**config.mk**
```make
export PLATFORM = sky130hd
export DESIGN_NAME = mecanum_wheel_mixer
export DESIGN_NICKNAME = d
export VERILOG_FILES = /design/src/rtl/mwm_pkg.sv /design/src/rtl/mwm_divider.sv /design/src/rtl/mecanum_wheel_mixer.sv
export SDC_FILE = /design/constraint.sdc
export NUM_CORES = 2
export LEC_CHECK = 0
export ABC_CLOCK_PERIOD_IN_PS = 22600
export BUFFER_PORTS_ARGS = -buffer_cell sky130_fd_sc_hd__buf_2
export CAP_MARGIN = 5
export CORE_AREA = 4 4 504 506
export CTS_CLUSTER_DIAMETER = 100
export DETAILED_ROUTE_END_ITERATION = 10
export DIE_AREA = 0 0 508 510
export HOLD_SLACK_MARGIN = 0.06
export SYNTH_ARGS = -nofsm -noshare
export SYNTH_HDL_FRONTEND = slang
export SYNTH_SLANG_ARGS = --single-unit
export TNS_END_PERCENT = 30
```
**constraint.sdc**
```tcl
create_clock -name clk -period 22.6 [get_ports clk]
set_clock_uncertainty 0.15 [all_clocks]
set_input_delay 3.39 -clock clk [delete_from_list [all_inputs] [get_ports clk]]
set_output_delay 3.39 -clock clk [all_outputs]
set_load 0.01 [all_outputs]
```
**src/rtl/mwm_pkg.sv**
```systemverilog
// ----------------------------------------------------------------------------
// mwm_pkg: shared types and constants of the mecanum wheel mixer
// beat payload structs, register reset value and default widths
// ----------------------------------------------------------------------------
`default_nettype none

package mwm_pkg;

	localparam int CMD_W            = 16;
	localparam int DUTY_W           = 8;
	localparam int MAX_W            = 8;
	localparam int NUM_WHEELS       = 4;

	// wheel order inside the datapath
	localparam int WHL_FR           = 0;
	localparam int WHL_FL           = 1;
	localparam int WHL_RR           = 2;
	localparam int WHL_RL           = 3;

	localparam int DEF_CMD_FRAC_BITS = 14;
	localparam int DEF_DUTY_BITS     = 8;

	localparam logic [MAX_W-1:0] MAX_SPEED_RST = 8'd255;

	typedef struct packed {
		logic signed [CMD_W-1:0] drive_cmd;
		logic signed [CMD_W-1:0] turn_cmd;
		logic signed [CMD_W-1:0] strafe_cmd;
	} cmd_t;

	typedef struct packed {
		logic [DUTY_W-1:0] front_right_duty;
		logic              front_right_dir;
		logic [DUTY_W-1:0] front_left_duty;
		logic              front_left_dir;
		logic [DUTY_W-1:0] rear_right_duty;
		logic              rear_right_dir;
		logic [DUTY_W-1:0] rear_left_duty;
		logic              rear_left_dir;
		logic              was_scaled;
	} mix_t;

endpackage

`default_nettype wire

```
**src/rtl/mwm_divider.sv**
```systemverilog
// ----------------------------------------------------------------------------
// mwm_divider: four-lane pipelined restoring divider
// one quotient bit per stage, one stage per quotient bit, shared divisor
// ----------------------------------------------------------------------------
`default_nettype none

module mwm_divider #(
	parameter int MAG_W = mwm_pkg::DEF_CMD_FRAC_BITS + 2,
	parameter int DB    = mwm_pkg::DEF_DUTY_BITS
) (
	input  wire logic                                       clk,
	input  wire logic [DB-1:0]                              adv,
	input  wire logic [mwm_pkg::NUM_WHEELS-1:0][MAG_W-1:0] rem_in,
	input  wire logic [mwm_pkg::NUM_WHEELS-1:0][DB-1:0]    low_in,
	input  wire logic [MAG_W-1:0]                           dvs_in,
	output logic      [mwm_pkg::NUM_WHEELS-1:0][DB-1:0]    quo
);

	localparam int NW = mwm_pkg::NUM_WHEELS;

	logic [NW-1:0][MAG_W-1:0] rem_s [DB];
	logic [NW-1:0][DB-1:0]    low_s [DB];
	logic [NW-1:0][DB-1:0]    quo_s [DB];
	logic [MAG_W-1:0]         dvs_s [DB];

	for (genvar j = 0; j < DB; j++) begin : g_stg
		logic [NW-1:0][MAG_W-1:0] r_src;
		logic [NW-1:0][DB-1:0]    l_src;
		logic [NW-1:0][DB-1:0]    q_src;
		logic [MAG_W-1:0]         d_src;
		logic [NW-1:0][MAG_W-1:0] r_nxt;
		logic [NW-1:0][DB-1:0]    q_nxt;

		if (j == 0) begin : g_first
			assign r_src = rem_in;
			assign l_src = low_in;
			assign q_src = '0;
			assign d_src = dvs_in;
		end else begin : g_next
			assign r_src = rem_s[j-1];
			assign l_src = low_s[j-1];
			assign q_src = quo_s[j-1];
			assign d_src = dvs_s[j-1];
		end

		// trial subtract of the divisor from the shifted partial remainder
		always_comb begin
			logic [MAG_W:0] trial;
			for (int w = 0; w < NW; w++) begin
				trial = {r_src[w], l_src[w][DB-1]};
				if (trial >= {1'b0, d_src}) begin
					r_nxt[w] = MAG_W'(trial - {1'b0, d_src});
					q_nxt[w] = {q_src[w][DB-2:0], 1'b1};
				end else begin
					r_nxt[w] = trial[MAG_W-1:0];
					q_nxt[w] = {q_src[w][DB-2:0], 1'b0};
				end
			end
		end

		always_ff @(posedge clk) begin
			if (adv[j]) begin
				rem_s[j] <= r_nxt;
				quo_s[j] <= q_nxt;
				dvs_s[j] <= d_src;
				for (int w = 0; w < NW; w++) begin
					low_s[j][w] <= {l_src[w][DB-2:0], 1'b0};
				end
			end
		end
	end

	assign quo = quo_s[DB-1];

endmodule

`default_nettype wire

```
**src/rtl/mecanum_wheel_mixer.sv**
```systemverilog
// ----------------------------------------------------------------------------
// mecanum_wheel_mixer: drive/turn/strafe to four wheel duties
// saturates the commands, mixes them, scales by max speed and renormalizes
// ----------------------------------------------------------------------------
//
//  channel  | signals                      | dir | one beat
//  ---------+------------------------------+-----+---------------------------
//  command  | cmd_valid cmd_ready cmd      | in  | drive, turn, strafe Q2.14
//  mix      | mix_valid mix_ready mix      | out | four duties, dirs, scaled
//  config   | cfg_we cfg_wdata             | in  | max speed, no wait
//
//  a command beat can enter every clock while the pipe is not stalled;
//  the pipe depth is set by the divider, which produces one quotient bit
//  per stage
//  stages: s1 clamp/mix/abs, s2 largest and products, DUTY_BITS divider
//  stages, s3 output register
//  each full stage holds while the one after it is full and stalled, so a stalled
//  mix beat holds the run of full stages behind it up to the first empty one; nothing is dropped
//  reset empties the pipe and sets max speed to 255
// ----------------------------------------------------------------------------
`default_nettype none

module mecanum_wheel_mixer #(
	parameter int CMD_FRAC_BITS = mwm_pkg::DEF_CMD_FRAC_BITS,
	parameter int DUTY_BITS     = mwm_pkg::DEF_DUTY_BITS
) (
	input  wire logic                       clk,
	input  wire logic                       arst_n,
	input  wire logic                       cmd_valid,
	output logic                            cmd_ready,
	input  wire mwm_pkg::cmd_t              cmd,
	output logic                            mix_valid,
	input  wire logic                       mix_ready,
	output mwm_pkg::mix_t                   mix,
	input  wire logic                       cfg_we,
	input  wire logic [mwm_pkg::MAX_W-1:0]  cfg_wdata
);

	localparam int F      = CMD_FRAC_BITS;
	localparam int DB     = DUTY_BITS;
	localparam int NW     = mwm_pkg::NUM_WHEELS;
	localparam int DW     = mwm_pkg::DUTY_W;
	// a clamped command needs F+2 signed bits, a sum of three F+3 (held in F+4)
	localparam int CLP_W  = F + 2;
	localparam int SUM_W  = F + 4;
	// |sum| <= 3 * one < 2^(F+2)
	localparam int MAG_W  = F + 2;
	localparam int P_W    = MAG_W + DB;
	localparam int CMP_W  = (F + 2 > mwm_pkg::CMD_W + 1) ? F + 2 : mwm_pkg::CMD_W + 1;
	localparam int NSTG   = DB + 3;

	localparam logic signed [CMP_W-1:0] ONE_C = CMP_W'(1) << F;
	localparam logic [MAG_W-1:0]        ONE_U = MAG_W'(1) << F;

	// saturate a raw command to plus or minus one
	function automatic logic signed [CLP_W-1:0] clamp_cmd(
		input logic signed [mwm_pkg::CMD_W-1:0] raw
	);
		logic signed [CMP_W-1:0] x;
		logic signed [CMP_W-1:0] r;
		x = CMP_W'(raw);
		if (x > ONE_C) begin
			r = ONE_C;
		end else if (x < -ONE_C) begin
			r = -ONE_C;
		end else begin
			r = x;
		end
		return r[CLP_W-1:0];
	endfunction

	// ---------------------------------------------------------------- config
	logic [mwm_pkg::MAX_W-1:0] max_speed_q;

	always_ff @(posedge clk or negedge arst_n) begin
		if (!arst_n) begin
			max_speed_q <= mwm_pkg::MAX_SPEED_RST;
		end else if (cfg_we) begin
			max_speed_q <= cfg_wdata;
		end
	end

	// ------------------------------------------------------- valid / enables
	// stage k loads when it is empty or its content moves on
	logic [NSTG-1:0] vld_q;
	logic [NSTG-1:0] en;

	assign en[NSTG-1] = !vld_q[NSTG-1] || mix_ready;
	for (genvar k = 0; k < NSTG - 1; k++) begin : g_en
		assign en[k] = !vld_q[k] || en[k+1];
	end

	always_ff @(posedge clk or negedge arst_n) begin
		if (!arst_n) begin
			vld_q <= '0;
		end else begin
			for (int k = 0; k < NSTG; k++) begin
				if (en[k]) begin
					vld_q[k] <= (k == 0) ? cmd_valid : vld_q[(k == 0) ? 0 : k - 1];
				end
			end
		end
	end

	assign cmd_ready = en[0];
	assign mix_valid = vld_q[NSTG-1];

	// ------------------------------------------------- s1: clamp, mix, abs
	logic signed [SUM_W-1:0] d_c, t_c, s_c;
	logic signed [SUM_W-1:0] sum_c [NW];

	always_comb begin
		d_c = SUM_W'(clamp_cmd(cmd.drive_cmd));
		t_c = SUM_W'(clamp_cmd(cmd.turn_cmd));
		s_c = SUM_W'(clamp_cmd(cmd.strafe_cmd));
		sum_c[mwm_pkg::WHL_FR] = d_c + t_c + s_c;
		sum_c[mwm_pkg::WHL_FL] = d_c - t_c - s_c;
		sum_c[mwm_pkg::WHL_RR] = d_c + t_c - s_c;
		sum_c[mwm_pkg::WHL_RL] = d_c - t_c + s_c;
	end

	logic [NW-1:0][MAG_W-1:0]  mag_s1;
	logic [NW-1:0]             pos_s1;
	logic [mwm_pkg::MAX_W-1:0] max_s1;

	always_ff @(posedge clk) begin
		if (en[0]) begin
			for (int w = 0; w < NW; w++) begin
				mag_s1[w] <= (sum_c[w] < 0) ? MAG_W'(-sum_c[w]) : MAG_W'(sum_c[w]);
				pos_s1[w] <= sum_c[w] > 0;
			end
			max_s1 <= max_speed_q;
		end
	end

	// ---------------------------------------- s2: largest, products, flags
	logic [MAG_W-1:0] lg_a, lg_b, lg_c;
	logic [DB-1:0]    max_ext;
	logic             max_nz;

	always_comb begin
		lg_a    = (mag_s1[0] > mag_s1[1]) ? mag_s1[0] : mag_s1[1];
		lg_b    = (mag_s1[2] > mag_s1[3]) ? mag_s1[2] : mag_s1[3];
		lg_c    = (lg_a > lg_b) ? lg_a : lg_b;
		max_ext = DB'(max_s1);
		max_nz  = max_s1 != '0;
	end

	// what rides alongside the divider
	typedef struct packed {
		logic                   scale;
		logic [NW-1:0]          pos;
		logic [NW-1:0][DW-1:0]  dz;
	} side_t;

	logic [NW-1:0][P_W-1:0] prod_s2;
	logic [MAG_W-1:0]       lg_s2;
	side_t                  side_s2;

	always_ff @(posedge clk) begin
		if (en[1]) begin
			for (int w = 0; w < NW; w++) begin
				prod_s2[w]       <= P_W'(mag_s1[w]) * P_W'(max_ext);
				side_s2.dz[w]    <= DW'((P_W'(mag_s1[w]) * P_W'(max_ext)) >> F);
				side_s2.pos[w]   <= pos_s1[w] && max_nz;
			end
			side_s2.scale <= max_nz && (lg_c > ONE_U);
			lg_s2         <= lg_c;
		end
	end

	// ------------------------------------------------------ divider stages
	logic [NW-1:0][MAG_W-1:0] rem_in;
	logic [NW-1:0][DB-1:0]    low_in;
	logic [NW-1:0][DB-1:0]    quo;

	always_comb begin
		for (int w = 0; w < NW; w++) begin
			rem_in[w] = prod_s2[w][P_W-1:DB];
			low_in[w] = prod_s2[w][DB-1:0];
		end
	end

	mwm_divider #(
		.MAG_W (MAG_W),
		.DB    (DB)
	) u_div (
		.clk    (clk),
		.adv    (en[DB+1:2]),
		.rem_in (rem_in),
		.low_in (low_in),
		.dvs_in (lg_s2),
		.quo    (quo)
	);

	side_t side_sd [DB];

	for (genvar j = 0; j < DB; j++) begin : g_side
		always_ff @(posedge clk) begin
			if (en[j+2]) begin
				side_sd[j] <= (j == 0) ? side_s2 : side_sd[(j == 0) ? 0 : j - 1];
			end
		end
	end

	// ------------------------------------------------ s3: output register
	side_t                 side_l;
	logic [NW-1:0][DW-1:0] duty_c;

	always_comb begin
		side_l = side_sd[DB-1];
		for (int w = 0; w < NW; w++) begin
			duty_c[w] = side_l.scale ? DW'(quo[w]) : side_l.dz[w];
		end
	end

	mwm_pkg::mix_t mix_s3;

	always_ff @(posedge clk) begin
		if (en[NSTG-1]) begin
			mix_s3.front_right_duty <= duty_c[mwm_pkg::WHL_FR];
			mix_s3.front_right_dir  <= side_l.pos[mwm_pkg::WHL_FR];
			mix_s3.front_left_duty  <= duty_c[mwm_pkg::WHL_FL];
			// left side is mirrored
			mix_s3.front_left_dir   <= !side_l.pos[mwm_pkg::WHL_FL];
			mix_s3.rear_right_duty  <= duty_c[mwm_pkg::WHL_RR];
			mix_s3.rear_right_dir   <= side_l.pos[mwm_pkg::WHL_RR];
			mix_s3.rear_left_duty   <= duty_c[mwm_pkg::WHL_RL];
			mix_s3.rear_left_dir    <= !side_l.pos[mwm_pkg::WHL_RL];
			mix_s3.was_scaled       <= side_l.scale;
		end
	end

	assign mix = mix_s3;

endmodule

`default_nettype wire

```
# Word-level counts from Yosys, hierarchy flattened
# Memory sizes are Yosys's and may differ from the RTL's.
# Cells that the tools add are included.
# Widths: inputs -> output; s select.
# word_totals
out_inout_bits,39
n_memories,5
word_cells,266
latch_bits,0
mem_bits_rw,1416
rom_bits,0
inputBits,61
ff_bits,281
# classes
n_mux,97
reduce_logical,30
n_lt_le_gt_ge,50
n_bitwise,0
n_addsub,42
n_mul,4
shifts,0
eq_ne,0
n_div,0
# mem_list
name,words,width,read_ports,rd_clocked_by_memory_dff,write_ports,line,text
u_div.rem_s,8,64,7,0,8,mwm_divider.sv:21,logic [NW-1:0][MAG_W-1:0] rem_s [DB];
side_sd,8,37,8,0,8,mecanum_wheel_mixer.sv:196,side_t side_sd [DB];
u_div.quo_s,8,32,8,0,8,mwm_divider.sv:23,logic [NW-1:0][DB-1:0] quo_s [DB];
u_div.low_s,8,28,7,0,8,mwm_divider.sv:22,logic [NW-1:0][DB-1:0] low_s [DB];
u_div.dvs_s,8,16,7,0,8,mwm_divider.sv:24,logic [MAG_W-1:0] dvs_s [DB];
# ops
cell,n
$mux 16,45
$ge 17x16->1,32
$sub 16x16->16,32
$mul 16x8->24,4
$gt 18x1->1 const B,4
$lt 18x1->1 const B,4
$neg 16->16,4
$gt 16x16->1,3
$gt 16x16->1 const B,3
$lt 16x15->1 const B,3
$mux 1,48
$add 17x16->18,2
$sub 17x16->18,2
$mux 8,4
$add 16x16->17,1
$sub 16x16->17,1
$gt 16x15->1 const B,1
$logic_not 1->1,13
$logic_or 1x1->1,11
$reduce_bool 8->1,1
$logic_and 1x1->1,5

# Logic depth before layout (Yosys ltp)
# logic_depth
word_depth,12
mapped_depth,28
mapped_depth_nobuf,26

# Hierarchy
# From an unflattened synthesis, not the netlist that was laid out.
# hier_totals
cells_unflattened,8240
hier_area_um2,92730.2
# modules_own_cells
mod,area_per_inst_um2,cells_per_inst,instances,seq_area_each_um2
mwm_divider,52296.4,4583,1,24503.5
mecanum_wheel_mixer,40433.8,3657,1,16220.6

# Worst setup path after synthesis
# Ideal clock, no wire load.
# synth_path
path_type,input to output
start,input port mix_ready
end,output port cmd_ready
required_ns,19.060
path_buffers,0
arrival_ns,12.527
stages,6
path_slack_ns,6.533
path_cell_list,nor2b_1 > nand2_1 > nor2_1 > nand3_1 > nor2_1 > nand4_1
# synth_between
elab_chain_cells,11
# synth_rtl
item,line,text
start: declaration,mecanum_wheel_mixer.sv:33,"input wire logic mix_ready,"
$logic_or 1x1->1,mecanum_wheel_mixer.sv:88,assign en[NSTG-1] = !vld_q[NSTG-1] || mix_ready;
$logic_or 1x1->1,mecanum_wheel_mixer.sv:90,assign en[k] = !vld_q[k] || en[k+1];
via en[9],mecanum_wheel_mixer.sv:86,logic [NSTG-1:0] en;
$logic_or 1x1->1 (5 in series),mecanum_wheel_mixer.sv:90,
via en[4],mecanum_wheel_mixer.sv:86,
$logic_or 1x1->1 (4 in series),mecanum_wheel_mixer.sv:90,
end: declaration,mecanum_wheel_mixer.sv:30,"output logic cmd_ready,"
# The timed path passes the listed nets, and every way through them passes these cells.

# Worst setup path in the final report
# Same ends and word-level chain as after synthesis.

==> impl_results.md <==
- Sequential cell area: 0.0405 sq mm
- Maximum clock rate: 99.2 MHz
- Post-synth EDFFs: 1333
- Synth top area share: 43.6%
- Worst setup path end: cmd_ready
- Normalized max-slew margin: 11.1%
- Initial antenna violation count: 8
- Via total after detailed routing: 61500
- Placeable Area: 0.250 sq mm
- Cell type with the largest total area after synthesis: edfxtp_1
- Most repeated cell in the gate-level netlist after synthesis: edfxtp_1
- Layout cells sized above 1: 10.6%
- Max-slew violation total from the final report: 0
- Register-to-Register Setup Slack: 15.84 ns
- Area post-placement: 0.0961 sq mm
- Number of distinct library cell variants in the gate-level netlist after synthesis: 82
- Global-route wire length before repair: 379000 um
- Cell count of the worst reg-to-reg path: 20
- Unrepaired setup endpoints after global routing: no
- Number of register bits inferred by synthesis: 1352
- Category of cells accounting for the largest share of critical-path delay: simple AND/OR/NAND/NOR gates
- Finish-stage setup viols: 0
- Biggest area contributors in the synthesized netlist: edfxtp_1 44%, ha_1 11%, fa_1 8.1%
- Class of the tightest hold or removal check: reg2reg
- Drt via density: 5.29
- Die footprint: 0.259 sq mm
- Sequential share of the synthesized area: 44.1%
- Post-Synthesis Cells: 8064
- Insertion delay to the later sink of the worst-skew pair: 0.85 ns
- Htree depth: 4
- Mean instance size in the synthesized netlist: 11.4 sq um
- Routed WL: 249000 um
- Cell row count: 184
- Flip-flop cell with the highest count after synthesis: edfxtp_1
- Minimum clock period after layout: 10.08 ns
- Die X: 508 um
- Design area: 0.101 sq mm
- Setup TNS Final: 0 ns
- Total congestion overflow: 0
- Total of buffers placed on input and output ports: 99
- Number of hold violations in the final report: 0
- GP Congestion: 0.914
- Height of the die: 510 um
- Count of hold-fix buffers inserted at cts: 0
- Wire per inst: 21.4 um
- Number of buffers and inverters on the critical path: 3
- Number of nets with antenna violations after routing: 0
- Max-cap check violation count: 0
- Clk pin slew, worst setup/hold paths: 0.06 ns
- Post-layout instance count excluding filler cells: 11600
- Worst setup path category: in2out
- Critical path required time: 19.06 ns
- Clk root buf: clkbuf_16
- Total DRC errors in the routed layout: 0
- Cells resized by post-CTS repair: 0
- Number of nets in the synthesized netlist: 9336
- Area used by multi-input combinational logic: 0.0476 sq mm
- CP Data Arrival Time: 6.54 ns
- Critical Path Slowest Stage Cell: nor2_1
- Largest net degree at the start of global routing: 133
- Post-Synthesis Cell Area: 0.0918 sq mm
- Layout overhead on the synthesized area: 10.3%
- Vias in the first global route: 62400
- Launch point of the worst reg-to-reg path: max_ext[5]$_DFFE_PP_
- List of most frequent post-synthesis cells: 1333 x edfxtp_1, 841 x ha_1, 788 x inv_1
- Fraction of registers with async set/reset: 1.41%
- Final Cycle Share: 44.6%
- Clock tree from TritonCTS: yes
- Hold slack final: 0.245 ns
- Total instance count after detailed placement: 11300
- Total I/O pin count: 100
- Crit end category: primary output
- Yosys synthesis warning count: 0
- Timing startpoint of the critical path: mix_ready
- Initial standard-cell utilization of the core: 36.7%
- Outcome: complete, no violations
- Total CTS buffers: 149
- Reg-to-reg critical path endpoint: prod_s2[23]$_DFFE_PP_
- Critical path depth in cells: 9
- Final layout net count: 9419
- Gr usage total: 19.0%
- Number of iterations in the first detailed-routing pass: 7
- Transition at the pin with the smallest max-transition slack: 1.32 ns
- Maximum clock path buffer count: 3
- Critical Path Fanout Max: 40
- Iteration-0 DRC Markers: 3965
- Post-detailed-placement half-perimeter wirelength: 198000 um
- # clock sinks: 1352
- Critical-path cell list: buf_2 > nor2b_1 > nand2_4 > nor2_1 > nand3_4 > nor2_1 > nand4_1 > buf_4 > buf_2
- Post-CTS Setup Inserts: 0
- Startpoint Class: input port
- Total of fill cells in the finished design: 23700
- CP max stage delay: 0.64 ns
## sequential cells by signal, summed over array words and instances, names as in the netlist, 11 cells and up
name         flops
mag_s1          63
prod_s2         64
u_div.rem_s    448
vld_q           11
lg_s2           16
u_div.dvs_s    112
u_div.low_s    105
side_sd        296
mix             37
low_in          31
u_div.quo_s    144
## placed cells by master (no fill, tap or decap), drive strengths merged, types with 45 or more instances in the layout
cell / Yosys / final
nor2: 352 / 352
nand3: 115 / 115
edfxtp: 1333 / 1333
xnor2: 335 / 335
clkbuf: 176 / 175
a211oi: 77 / 77
nor4: 69 / 69
and2: 273 / 273
clkinv: 0 / 60
nand4: 143 / 143
nor3: 210 / 210
fa: 370 / 370
ha: 841 / 841
mux2: 405 / 405
a31oi: 61 / 61
buf: 46 / 154
mux2i: 72 / 72
o211ai: 45 / 45
nor2b: 156 / 156
o21ai: 236 / 236
nand2: 605 / 605
nand2b: 69 / 69
a21o: 149 / 149
xor2: 160 / 160
o21a: 71 / 71
a21oi: 318 / 318
a21boi: 47 / 47
and3: 47 / 47
or3: 63 / 63
inv: 788 / 799
o21bai: 58 / 58
## layout make-up
type,instances,area share (%)
Antenna cell,5,0.0124
Timing Repair Buffer,154,0.910
Clock buffer,175,3.79
Inverter,788,2.93
Tap cell,3348,4.14
Clock inverter,101,1.23
Sequential cell,1352,40.0
Multi-Input combinational cell,5702,47.0
## through the flow
stage	utilization, %	setup slack [ns]
floorplan	-	6.53
global placement	38.5	11.83
detailed placement	38.5	11.85
CTS	40.5	12.48
global route	40.5	12.23
finish	40.5	12.52
## worst reg2reg max path, stage by stage (launching register included)
cell and delay [ns]:
edfxtp_1 0.32, buf_4 0.41, buf_4 0.53, nand2_1 0.19, fa_1 0.52, fa_1 0.49, inv_1 0.05, fa_1 0.48
inv_1 0.05, fa_1 0.47, inv_1 0.04, ha_1 0.31, o21a_1 0.12, o31a_1 0.13, o211ai_1 0.23, a21oi_1 0.15
o31ai_1 0.58, o211a_1 0.27, o31a_1 0.17, mux2i_1 0.08, a2111oi_0 0.69
## worst min path at each step
stage	startpoint	end	slack [ns]	cells past startpoint
3_5_place_dp	side_sd[0][64]$_DFFE_PP_	side_sd[0][101]$_DFFE_PP_	0.25	0
6_report	side_sd[0][0]$_DFFE_PP_	side_sd[0][37]$_DFFE_PP_	0.25	0
5_1_grt	u_div.quo_s[3][25]$_DFFE_PP_	u_div.quo_s[3][58]$_DFFE_PP_	0.26	0
2_1_floorplan	side_sd[1][145]$_DFFE_PP_	mix[10]$_DFFE_PP_	0.25	0
3_3_place_gp	u_div.low_s[1][45]$_DFFE_PP_	u_div.low_s[2][18]$_DFFE_PP_	0.25	0
4_1_cts	side_sd[0][0]$_DFFE_PP_	side_sd[0][37]$_DFFE_PP_	0.25	0
## routing by layer
layer	global-route usage (%)	vias up	wire, um	part of all wire (%)
li1	-	29300	-	-
met4	9.68	0	14000	5.6
met3	2.29	472	9210	3.7
met1	23.2	30300	103000	41
met2	33.1	1444	123000	49
met5	0	-	0	0
## logic make-up (layout without fill, tap and decap cells)
| kind of cell | Yosys count | after routing | synth area share, % |
|---|---|---|---|
| and+or+nand+nor | 2172 | 2172 | 11.8 |
| muxes | 477 | 477 | 5.75 |
| other | 0 | 5 | 0 |
| adders and majority gates | 1211 | 1211 | 19.5 |
| AOI/OAI and AO/OA | 1347 | 1347 | 9.89 |
| xor gates and xnor gates | 495 | 495 | 4.72 |
| DFF | 1352 | 1352 | 44.1 |
| buffers and inverters | 1010 | 1218 | 4.14 |
Power is not shown: default switching activity piles up to over one toggle a cycle in this logic, so the estimate is an artifact.
